==> config.mk <==
export PLATFORM = sky130hd
export DESIGN_NAME = digitizer_event_word_deframer
export DESIGN_NICKNAME = d
export VERILOG_FILES = /design/src/hdl/dewd_pkg.sv /design/src/hdl/dewd_decode.sv /design/src/hdl/digitizer_event_word_deframer.sv
export SDC_FILE = /design/constraint.sdc
export NUM_CORES = 1
export LEC_CHECK = 0
export BUFFER_PORTS_ARGS = -buffer_cell sky130_fd_sc_hd__buf_2
export CAP_MARGIN = 15
export CORE_ASPECT_RATIO = 0.9
export CORE_MARGIN = 5
export CORE_UTILIZATION = 55
export CTS_BUF_LIST = sky130_fd_sc_hd__clkbuf_2 sky130_fd_sc_hd__clkbuf_4 sky130_fd_sc_hd__clkbuf_8
export CTS_CLUSTER_SIZE = 20
export DETAILED_ROUTE_END_ITERATION = 8
export PLACE_DENSITY_LB_ADDON = 0.15
export RECOVER_POWER = 50
export SKIP_CTS_REPAIR_TIMING = 1
export SLEW_MARGIN = 10
export SYNTH_ARGS = -nofsm -noshare
export SYNTH_HDL_FRONTEND = slang
export SYNTH_SLANG_ARGS = --single-unit
==> constraint.sdc <==
create_clock -name clk -period 11 [get_ports clk]
set_input_delay 3.3 -clock clk [delete_from_list [all_inputs] [get_ports clk]]
set_output_delay 3.3 -clock clk [all_outputs]
set_load 0.01 [all_outputs]
==> src/hdl/dewd_pkg.sv <==
// ----------------------------------------------------------------------------
// dewd_pkg
// shared types, codes and constants of the digitizer event word deframer
// ----------------------------------------------------------------------------
package dewd_pkg;

  // number of readout channels on a board
  localparam int CHANNELS = 10;
  // channels that can carry a hit bit in the 10-bit hit pattern
  localparam int HIT_SPAN = (CHANNELS < 10) ? CHANNELS : 10;

  // parse phases
  localparam logic [1:0] PH_HUNT  = 2'd0;
  localparam logic [1:0] PH_EVENT = 2'd1;
  localparam logic [1:0] PH_HITS  = 2'd2;
  localparam logic [1:0] PH_DATA  = 2'd3;

  // record kinds
  localparam logic [2:0] KIND_HDR_OK   = 3'd0;
  localparam logic [2:0] KIND_HDR_BAD  = 3'd1;
  localparam logic [2:0] KIND_SAMPLE   = 3'd2;
  localparam logic [2:0] KIND_AREA     = 3'd3;
  localparam logic [2:0] KIND_CHAN_ERR = 3'd4;

  // start header sync pattern in the upper half-word
  localparam logic [15:0] SYNC_WORD = 16'hFADC;
  localparam logic [15:0] SKIP_MAX  = 16'hFFFF;

  typedef struct packed {
    logic [1:0]  phase;
    logic [7:0]  held_board;
    logic [25:0] held_event;
    logic [9:0]  held_hits;
    logic [7:0]  words_per_channel;
    logic [3:0]  hits_left;
    logic [3:0]  hit_ordinal;
    logic [7:0]  word_counter;
    logic [15:0] skip_counter;
    logic [7:0]  expected_board;
    logic        board_ok;
  } dewd_state_t;

  typedef struct packed {
    logic [2:0]  record_kind;
    logic [7:0]  board_number;
    logic [25:0] event_number;
    logic [9:0]  hit_channels;
    logic [9:0]  trigger_channels;
    logic [9:0]  gain_channels;
    logic [15:0] skipped_words;
    logic [31:0] payload_word;
    logic [3:0]  hit_position;
    logic [7:0]  word_position;
    logic        event_end;
    logic        crate_done;
  } dewd_rec_t;

endpackage

==> src/hdl/dewd_decode.sv <==
// ----------------------------------------------------------------------------
// dewd_decode
// one-word parse step: next parser state and the record the word produces
// ----------------------------------------------------------------------------
module dewd_decode (
  input  dewd_pkg::dewd_state_t state,
  input  logic [31:0]           word,
  input  logic [7:0]            board_count,
  output dewd_pkg::dewd_state_t state_nxt,
  output logic                  emit,
  output dewd_pkg::dewd_rec_t   rec
);

  logic [3:0] hit_cnt;
  logic [3:0] chan;
  logic [3:0] hits_dec;
  logic [7:0] board_inc;
  logic       board_match;
  logic       crate_wrap;
  // board bookkeeping applied when the current event ends
  dewd_pkg::dewd_state_t fin;

  always_comb begin
    hit_cnt = '0;
    for (int i = 0; i < dewd_pkg::HIT_SPAN; i++) begin
      hit_cnt = hit_cnt + 4'(word[i]);
    end
  end

  assign chan        = word[31:28];
  assign hits_dec    = state.hits_left - 4'd1;
  assign board_inc   = state.expected_board + 8'd1;
  assign crate_wrap  = (board_inc >= board_count);
  assign board_match = (state.held_board == state.expected_board);

  always_comb begin
    state_nxt = state;
    emit      = 1'b0;
    rec       = '0;
    fin       = state;

    rec.board_number = state.held_board;
    rec.event_number = state.held_event;
    rec.hit_channels = state.held_hits;

    unique case (state.phase)
      dewd_pkg::PH_EVENT: begin
        state_nxt.held_event = word[25:0];
        state_nxt.phase      = dewd_pkg::PH_HITS;
      end

      dewd_pkg::PH_HITS: begin
        emit                   = 1'b1;
        state_nxt.held_hits    = word[9:0];
        state_nxt.board_ok     = board_match;
        state_nxt.skip_counter = '0;
        state_nxt.hits_left    = hit_cnt;
        state_nxt.hit_ordinal  = '0;
        state_nxt.word_counter = '0;
        rec.record_kind      = board_match ? dewd_pkg::KIND_HDR_OK : dewd_pkg::KIND_HDR_BAD;
        rec.hit_channels     = word[9:0];
        rec.trigger_channels = word[19:10];
        rec.gain_channels    = word[29:20];
        rec.skipped_words    = state.skip_counter;
        if (hit_cnt == 4'd0) begin
          // no hits: header closes the event, board_ok is the new one
          rec.event_end   = 1'b1;
          state_nxt.phase = dewd_pkg::PH_HUNT;
          if (board_match) begin
            state_nxt.expected_board = crate_wrap ? 8'd0 : board_inc;
            rec.crate_done           = crate_wrap;
          end
        end else begin
          state_nxt.phase = dewd_pkg::PH_DATA;
        end
      end

      dewd_pkg::PH_DATA: begin
        emit             = 1'b1;
        rec.payload_word = word;
        // end-of-event board update using the held board_ok
        if (state.board_ok) begin
          fin.expected_board = crate_wrap ? 8'd0 : board_inc;
        end
        fin.phase = dewd_pkg::PH_HUNT;
        if (state.word_counter < state.words_per_channel) begin
          rec.record_kind        = dewd_pkg::KIND_SAMPLE;
          rec.hit_position       = state.hit_ordinal;
          rec.word_position      = state.word_counter;
          state_nxt.word_counter = state.word_counter + 8'd1;
        end else if (chan >= 4'(dewd_pkg::CHANNELS)) begin
          rec.record_kind  = dewd_pkg::KIND_CHAN_ERR;
          rec.hit_position = chan;
          rec.event_end    = 1'b1;
          rec.crate_done   = state.board_ok & crate_wrap;
          state_nxt        = fin;
        end else begin
          rec.record_kind  = dewd_pkg::KIND_AREA;
          rec.hit_position = chan;
          if (hits_dec == 4'd0) begin
            rec.event_end = 1'b1;
            rec.crate_done = state.board_ok & crate_wrap;
            state_nxt     = fin;
          end
          state_nxt.word_counter = '0;
          state_nxt.hit_ordinal  = state.hit_ordinal + 4'd1;
          state_nxt.hits_left    = hits_dec;
        end
      end

      default: begin
        // hunting for the start header
        if (word[31:16] == dewd_pkg::SYNC_WORD) begin
          state_nxt.held_board        = word[15:8] - 8'd1;
          state_nxt.words_per_channel = word[7:0];
          state_nxt.phase             = dewd_pkg::PH_EVENT;
        end else begin
          state_nxt.phase = dewd_pkg::PH_HUNT;
          if (state.skip_counter != dewd_pkg::SKIP_MAX) begin
            state_nxt.skip_counter = state.skip_counter + 16'd1;
          end
        end
      end
    endcase
  end

endmodule

==> src/hdl/digitizer_event_word_deframer.sv <==
// ----------------------------------------------------------------------------
// digitizer_event_word_deframer
// syncs on digitizer start headers and turns the stream into event records
// ----------------------------------------------------------------------------
//
//  channel | direction | handshake          | payload
//  --------+-----------+--------------------+-----------------------------------
//  in_     | input     | in_valid/in_stall  | in_stream_word (32 bits)
//  out_    | output    | out_valid/out_stall| out_record_kind ... out_crate_done
//  cfg_    | input     | cfg_wr_en          | cfg_wr_data (board_count, 8 bits)
//
//  one word per cycle sustained while out_ is not stalled: an input register
//  feeds the parse logic, which updates the parser state and the result register
//  together, and a parsed word's record is shown on out_ from the result register
//  start, event and skipped words give no record and leave nothing on out_
//  out_stall holds the result register and, through it, the input register
//  synchronous active-low reset returns to sync hunting with board_count = 1
//
module digitizer_event_word_deframer (
  input  logic        clk,
  input  logic        rst_n,
  // input request channel
  input  logic        in_valid,
  output logic        in_stall,
  input  logic [31:0] in_stream_word,
  // result request channel
  output logic        out_valid,
  input  logic        out_stall,
  output logic [2:0]  out_record_kind,
  output logic [7:0]  out_board_number,
  output logic [25:0] out_event_number,
  output logic [9:0]  out_hit_channels,
  output logic [9:0]  out_trigger_channels,
  output logic [9:0]  out_gain_channels,
  output logic [15:0] out_skipped_words,
  output logic [31:0] out_payload_word,
  output logic [3:0]  out_hit_position,
  output logic [7:0]  out_word_position,
  output logic        out_event_end,
  output logic        out_crate_done,
  // board count register
  input  logic        cfg_wr_en,
  input  logic [7:0]  cfg_wr_data
);

  // input register
  logic        in_vld_r;
  logic [31:0] word_r;
  // parser state and configuration
  dewd_pkg::dewd_state_t state_r;
  dewd_pkg::dewd_state_t state_nxt;
  logic [7:0]            board_count_r;
  // result register
  logic                out_vld_r;
  dewd_pkg::dewd_rec_t rec_r;
  dewd_pkg::dewd_rec_t rec_nxt;
  logic                emit;
  // handshake
  logic out_free;
  logic step;

  // result register is free when empty or being taken this cycle
  assign out_free = !out_vld_r || !out_stall;
  // the held word is parsed when the result side can take its record
  assign step     = in_vld_r && out_free;
  assign in_stall = in_vld_r && !out_free;

  dewd_decode u_decode (
    .state       (state_r),
    .word        (word_r),
    .board_count (board_count_r),
    .state_nxt   (state_nxt),
    .emit        (emit),
    .rec         (rec_nxt)
  );

  // configuration
  always_ff @(posedge clk) begin
    if (!rst_n) begin
      board_count_r <= 8'd1;
    end else if (cfg_wr_en) begin
      board_count_r <= cfg_wr_data;
    end
  end

  // input stage
  always_ff @(posedge clk) begin
    if (!rst_n) begin
      in_vld_r <= 1'b0;
    end else if (!in_stall) begin
      in_vld_r <= in_valid;
    end
  end

  always_ff @(posedge clk) begin
    if (!in_stall && in_valid) begin
      word_r <= in_stream_word;
    end
  end

  // parser state advances once per parsed word
  always_ff @(posedge clk) begin
    if (!rst_n) begin
      // all-zero state is sync hunting with cleared counters
      state_r <= '0;
    end else if (step) begin
      state_r <= state_nxt;
    end
  end

  // result stage
  always_ff @(posedge clk) begin
    if (!rst_n) begin
      out_vld_r <= 1'b0;
    end else if (out_free) begin
      out_vld_r <= step && emit;
    end
  end

  always_ff @(posedge clk) begin
    if (step && emit) begin
      rec_r <= rec_nxt;
    end
  end

  assign out_valid            = out_vld_r;
  assign out_record_kind      = rec_r.record_kind;
  assign out_board_number     = rec_r.board_number;
  assign out_event_number     = rec_r.event_number;
  assign out_hit_channels     = rec_r.hit_channels;
  assign out_trigger_channels = rec_r.trigger_channels;
  assign out_gain_channels    = rec_r.gain_channels;
  assign out_skipped_words    = rec_r.skipped_words;
  assign out_payload_word     = rec_r.payload_word;
  assign out_hit_position     = rec_r.hit_position;
  assign out_word_position    = rec_r.word_position;
  assign out_event_end        = rec_r.event_end;
  assign out_crate_done       = rec_r.crate_done;

`ifndef NO_ASSERTIONS
  // crate completion only ever rides on an event end
  a_done_on_end: assert property (@(posedge clk) disable iff (!rst_n)
    out_valid && out_crate_done |-> out_event_end)
    else $error("crate_done without event_end");

  // sample words never close an event
  a_sample_open: assert property (@(posedge clk) disable iff (!rst_n)
    out_valid && (out_record_kind == dewd_pkg::KIND_SAMPLE) |-> !out_event_end)
    else $error("sample record marked as event end");

  // a channel error carries an out-of-range channel
  a_err_chan: assert property (@(posedge clk) disable iff (!rst_n)
    out_valid && (out_record_kind == dewd_pkg::KIND_CHAN_ERR)
      |-> (out_hit_position >= 4'(dewd_pkg::CHANNELS)) && out_event_end)
    else $error("channel error with valid channel");

  // skip count is only reported on header records
  a_skip_hdr: assert property (@(posedge clk) disable iff (!rst_n)
    out_valid && (out_record_kind != dewd_pkg::KIND_HDR_OK)
      && (out_record_kind != dewd_pkg::KIND_HDR_BAD) |-> (out_skipped_words == 16'd0))
    else $error("skip count on non-header record");

  // the parser only advances when the result side can take a record
  a_step_free: assert property (@(posedge clk) disable iff (!rst_n)
    out_valid && out_stall |=> $stable(state_r))
    else $error("parser state moved while results stalled");
`endif

endmodule
==> impl_results.md, run 1 <==
* Status: finished, violations left
* Violated checks: max-capacitance violations, max-slew violations
* Sequential-to-total area share from yosys stat at a little over three fifths
* Sequential fraction of design power at a little over half
* Net switching power at around 460 uW
* Hold Path Class: register to register
* DIE AREA at 22,970 um2
* Average wire per standard cell at 17.07 um
* Achievable clock frequency at around 140 MHz
* Rows at between 40 and 50
* WP data required at just under 8 ns
* Via/cell ratio at 5.387
* Min cycle time layout at approximately 7.1 ns
* Synth Area per Inst at around 12 um2
* Classification of the worst setup path: input pin to output pin
* Count of cell types in the netlist at between 60 and 70
* Initial antenna violation count at 0
* H-Tree Level Count at 2
* Input/output buffers at ~180
* TritonRoute pass-1 iters at 5
* Area grow syn2layout at 16.57%
* MaxCap Viol Count at 4
* # DRC at 0
* Cells on worst reg2reg path at 13
* Ports at around 180
* Final wirelength at between 20,000 and 25,000 um
* Syn Nets at 1,008
* CP max FO at 3
* TritonCTS buffer count at 43
* Hold-critical path depth at 0
* Largest net degree at the start of global routing at 79
* Clk pwr share at about two fifths
* Worst vdd ir at 0.00009895 V
* CTS tree: done
* Pleak at ~4.5 nW
* Die width at 159.2 um
* GRT Total Usage at 19.97%
* Share of cells above drive strength 1 at 18.88%
* Grt ovf at 0
* Detailed-placement wirelength estimate at 15,580 um
* Tcrit/Tclk final at approximately 64%
* Core ar. at 19,860 um2
* Worst-margin pin slew at about 3.8 ns
* Synth area leaders: edfxtp_1 (44%), dfxtp_1 (19%), ha_1 (3.7%), and2_1 (3.5%), nand2_1 (3.3%)
* GP Congestion at roughly 0.84
* Post-synth top area share at a little over two fifths
* CP Launch Type: input pin
* Most frequent cells in the layout: edfxtp_1 (161), buf_2 (114), dfxtp_1 (105), nand2_1 (96), nor2_1 (70)
* Rel. slew slack at -156.2%
* Post-synthesis cell area at approximately 11,000 um2
* DR iter-0 viols at 433
* First-pass GRT wire length at around 37,000 um
* EDFF count, synth at ~160
* Max-slew violations at roughly 230
* Ys Warns at 0
* Ant. Diodes at 0
* Vert. Die Dim at 144.3 um
* Initial Util at between 50% and 60%
* Clk Latency, worst-skew pair at 0.54 ns
* Power share of the combinational group at 5.2%
* Clock root buffer master: clkbuf_8
* Layout Utilization at about 65%
* Commonest non-fill, non-tap cell in the layout: edfxtp_1
* Setup TNS at 0 ns
* Sw Share at roughly 22%
* Area leader, netlist: edfxtp_1
* Syn Inst Count at about 920
* Final Setup Violations at 0
* Cell Pwr Density at 160.0 nW/um2
* Post-DRT Antenna Nets at 0
* FF+latch count, synth at about 270
* Clock-pin slew on the worst setup and hold paths at roughly 0.060 ns
* DR vias at between 7,000 and 8,000
* Max clock buf depth at 3
* CTS sink count at 266
* Vias in the first global route at 7,308
* Asr flop ratio synth at 0%
* Crit end category: output pin
* Internal power at 1.598 mW
* RSZ-0062 raised after global routing: no
* Final Hold Fails at 0
* Clock Skew at about 0.017 ns
* Worst EP arrival at ~3.8 ns
* Final #Nets at about 1,200
* Dominant synthesized flop cell: edfxtp_1
power groups by stage:
stage | logic (mW) | registers [mW] | clock network [mW]
3_3_place_gp | 0.107 | 1.11 | 0
6_report | 0.107 | 1.09 | 0.861
3_5_place_dp | 0.109 | 1.11 | 0
2_1_floorplan | 0.0748 | 1.10 | 0
5_1_grt | 0.122 | 1.09 | 0.929
4_1_cts | 0.109 | 1.09 | 0.879
sequential cells by signal (all words and copies together) (netlist names):
name	flops
out_payload_word	32
out_record_kind	3
out_board_number	8
out_valid	1
out_gain_channels	10
state_r	95
out_hit_channels	10
out_hit_position	4
board_count_r	8
out_event_number	26
out_skipped_words	16
out_crate_done	1
out_word_position	8
word_r	32
out_trigger_channels	10
in_vld_r	1
out_event_end	1
critical path, cell delays in order:
cell and delay (ns):
clkbuf_1 0.12, and3_1 0.22, buf_2 0.15
layout make-up:
type                    count  area [um2]
fillers                  1609        7020
flip-flops and latches    266        6937
multi-input cells         575        3696
repair buffers            182       840.8
clock buffers              65       794.5
well taps                 255       319.1
inverters                  41       158.9
clock inverters            15       97.59
stage by stage:
step           total power [mW]  cell area, um2  worst slack, ns  hold slack, ns  cells
2_1_floorplan             1.178           11020            2.164          0.4081    924
3_3_place_gp              1.214           12090            3.905          0.4110   1319
3_5_place_dp              1.217           12090            3.874          0.4134   1319
4_1_cts                   2.075           12980            3.874          0.4283   1399
5_1_grt                   2.140           12840            3.858          0.4339   1399
6_report                  2.055           12840            3.909          0.4268   1399
final timing paths:
path,startpoint,slack (ns),end
max reg2reg,word_r[0],5.98,state_r[7]
max,out_stall,3.91,in_stall
min,state_r[76],0.43,out_event_number[17]
min reg2reg,state_r[76],0.43,out_event_number[17]
Yosys cell counts (4+ instances only):
cell	n
nor3_1	11
o31ai_1	5
a31oi_1	4
nor2_1	70
clkbuf_1	28
nand4_1	5
o22ai_1	7
o21ai_0	28
or3_1	11
fa_1	6
mux2_2	11
nand3_1	27
and3_1	14
a21oi_1	57
and2_1	61
o2111ai_1	7
inv_1	41
a211oi_1	6
xnor2_1	15
a211oi_2	7
ha_1	33
buf_2	4
nand2_1	96
mux2i_1	23
xor2_1	20
buf_1	5
o21a_1	5
edfxtp_1	161
dfxtp_1	105
layer usage:
layer | track usage (%) | part of all wire (%) | up-vias | wire (um)
met5 | 0 | 0 | - | 0
met2 | 32.48 | 47 | 257 | 11110
li1 | - | - | 3664 | -
met4 | 5.521 | 1.4 | 0 | 344
met1 | 27.07 | 45 | 3584 | 10670
met3 | 5.101 | 7.3 | 31 | 1750
cell families after synthesis:
logic type                 count (synthesis)  synth area share [%]
AOI/OAI and AO/OA                        149                 8.710
xor gates and xnor gates                  35                 2.782
adders and majority gates                 39                 4.838
DFF                                      266                 62.96
buffers and inverters                     83                 3.180
and+or+nand+nor                          318                 14.32
muxes                                     34                 3.214
Note: power is estimated with default switching activity, not from simulation.
==> run 2: changes to the inputs <==
==> constraint.sdc (replaced) <==
create_clock -name clk -period 7.17 [get_ports clk]
set_input_delay 2.151 -clock clk [delete_from_list [all_inputs] [get_ports clk]]
set_output_delay 2.151 -clock clk [all_outputs]
set_load 0.01 [all_outputs]
==> run 2 against run 1 <==
Utilization shrank 0.16 points. First-iteration DRC count shrank 6.5%. Sequential power grew 53%. The flow still finishes with violations (max-capacitance violations, max-slew violations). Clock skew shrank 0.0038 ns. Global-route usage grew 0.41 points. Final cell count shrank 0.29%.
==> impl_results.md, run 2 (synthesis gave the netlist of run 1 again) <==
* Tcrit/Tclk final at between 70 and 80%
* Pleak at 4.463 nW (was 4.500 nW)
* Crit end category: register (was output pin)
* Min cycle time layout at 5.209 ns
* Post-Place Cell Area at 12,090 um2 (unchanged)
* Ant. Diodes at 0 (unchanged)
* Core ar. at 19,860 um2 (unchanged)
* First-pass GRT wire length at 38,070 um (was 37,320 um)
* Max FFs per register at 95 (unchanged)
* DIE AREA at 22,970 um2 (unchanged)
* TritonRoute pass-1 iters at 5 (unchanged)
* Vert. Die Dim at 144.3 um (unchanged)
* CTS sink count at 266 (unchanged)
* Initial Util at 55.47% (unchanged)
* TritonCTS buffer count at 42 (was 43)
* Clk pwr share at 41.5% (was 41.9%)
* Average wire per standard cell at 17.24 um (was 17.07 um)
* RSZ-0062 raised after global routing: no (unchanged)
* WP data required at 7.57 ns (was 7.70 ns)
* Ports at 176 (unchanged)
* Buffer and inverter count on the worst path at 3 (was 2)
* Worst-margin pin slew at 3.137 ns (was 3.843 ns)
* Rows at 49 (unchanged)
* Most frequent CP cell: clkbuf_1
* GRT Total Usage at 20.38% (was 19.97%)
* Initial antenna violation count at 0 (unchanged)
* Largest net degree at the start of global routing at 92 (was 79)
* Post-route insts no fill at 1,395 (was 1,399)
* Final #Nets at 1,192 (was 1,193)
* Setup TNS at 0 ns (unchanged)
* Final wirelength at 24,050 um (was 23,880 um)
* Status: finished, violations left (unchanged)
* Sequential fraction of design power at 53.3% (was 52.9%)
* Die width at 159.2 um (unchanged)
* Area grow syn2layout at 16.28% (was 16.57%)
* Clock root buffer master: clkbuf_8 (unchanged)
* Max-slew violations at 211 (was 226)
* Vias in the first global route at 7,341 (was 7,308)
* Sw Share at 22.46% (was 22.22%)
* Worst vdd ir at 0.0001549 V (was 0.00009895 V)
* CP Cell Sequence: clkbuf_1 -> inv_1 -> clkbuf_1 -> or3_1 -> o22ai_1 (was clkbuf_1 -> and3_1 -> buf_2)
* Post-DRT Antenna Nets at 0 (unchanged)
* Placed cells at 1,319 (unchanged)
* Crit-path max cell delay at 2.13 ns (was 0.22 ns)
* Max clock buf depth at 3 (unchanged)
* Most frequent cells in the layout: edfxtp_1 (161), dfxtp_1 (105), buf_2 (103), nand2_1 (96), clkbuf_1 (75) (was edfxtp_1 (161), buf_2 (114), dfxtp_1 (105), nand2_1 (96), nor2_1 (70))
* DR vias at 7,485 (was 7,536)
* Net switching power at 703.0 uW (was 456.7 uW)
* GP Congestion at 0.8132 (was 0.8351)
* Grt ovf at 0 (unchanged)
* Clock-pin slew on the worst setup and hold paths at 0.06 ns (about the same)
* MaxCap Viol Count at 4 (unchanged)
* Via/cell ratio at 5.366 (was 5.387)
* DR iter-0 viols at 405 (was 433)
* Final std cell area, no fill at 12,810 um2 (was 12,840 um2)
* Clk Latency, worst-skew pair at 0.53 ns (was 0.54 ns)
* Layout Utilization at 64.50% (was 64.66%)
* Final Setup Violations at 0 (unchanged)
* Input/output buffers at 175 (unchanged)
* Hold Path Class: register to register (unchanged)
* Final Hold Fails at 0 (unchanged)
* Rel. slew slack at -109.6% (was -156.2%)
* CTS tree: done (unchanged)
* Violated checks: max-capacitance violations, max-slew violations (unchanged)
* Worst EP arrival at 5.61 ns (was 3.79 ns)
* Slowest CP cell: clkbuf_1 (was and3_1)
* Clock Skew at 0.01339 ns (was 0.01717 ns)
* Detailed-placement wirelength estimate at 15,710 um (was 15,580 um)
* Commonest non-fill, non-tap cell in the layout: edfxtp_1 (unchanged)
* Largest delay share family, worst path: buffers and inverters (unchanged)
* Cell Pwr Density at 244.4 nW/um2 (was 160.0 nW/um2)
* Power after layout at 3.131 mW (was 2.055 mW)
* # DRC at 0 (unchanged)
* Achievable clock frequency at ~190 MHz
* H-Tree Level Count at 2 (unchanged)
* Power share of the combinational group at 5.3% (was 5.2%)
* Classification of the worst setup path: input pin to register (was input pin to output pin)
* CP Launch Type: input pin (unchanged)
* Share of cells above drive strength 1 at 18.07% (was 18.88%)
* Top reg by flops: state_r (unchanged)
* CP max FO at 63 (was 3)
* Internal power at 2.428 mW (was 1.598 mW)
run 2: path summary, 6_finish.rpt:
kind / start / to / slack (ns) / cells after the start
hold reg to reg: state_r[73] / out_event_number[14] / 0.42 / 0
setup reg to reg: word_r[0] / state_r[1] / 2.40 / 13
setup / recovery: rst_n / state_r[5] / 1.96 / 5
hold / removal: state_r[73] / out_event_number[14] / 0.42 / 0
run 2: worst register-to-register path: stages (launching register included):
cell,delay (ns)
edfxtp_1,0.47
ha_1,0.33
inv_1,0.07
fa_1,0.43
fa_1,0.51
fa_1,0.42
fa_1,0.42
fa_1,0.39
xor2_1,0.20
nand3_1,0.13
o21ai_0,0.42
nand3_1,0.37
o211ai_1,0.27
o31ai_1,0.10
run 2: power by group through the flow:
stage / combinational (mW) / clock [mW] / sequential [mW]
floorplan: 0.115 / 0 / 1.69
global placement: 0.164 / 0 / 1.70
detailed placement: 0.167 / 0 / 1.70
CTS: 0.168 / 1.33 / 1.67
global route: 0.187 / 1.40 / 1.67
finish: 0.164 / 1.30 / 1.67
run 2: area by class of cell:
cell class / instances / area, um2
fillers: 1613 / 7052
flip-flops and latches: 266 / 6937
multi-input cells: 575 / 3706
clock inverters: 9 / 48.80
well taps: 255 / 319.1
inverters: 41 / 158.9
clock buffers: 67 / 815.8
repair buffers: 182 / 827.0
run 2: per-layer routing:
metal	global-route usage [%]	part of all wire, %
met1	27.78	45
met2	32.62	45
met3	5.500	7.7
met4	5.880	2.1
met5	0	0
run 2: metrics by stage:
| stage | hold WS (ns) | worst slack, ns |
|---|---|---|
| 2_1_floorplan | 0.4081 | 1.839 |
| 3_3_place_gp | 0.4122 | 2.233 |
| 3_5_place_dp | 0.4142 | 2.127 |
| 4_1_cts | 0.4244 | 2.334 |
| 5_1_grt | 0.4338 | 1.605 |
| 6_report | 0.4213 | 1.961 |
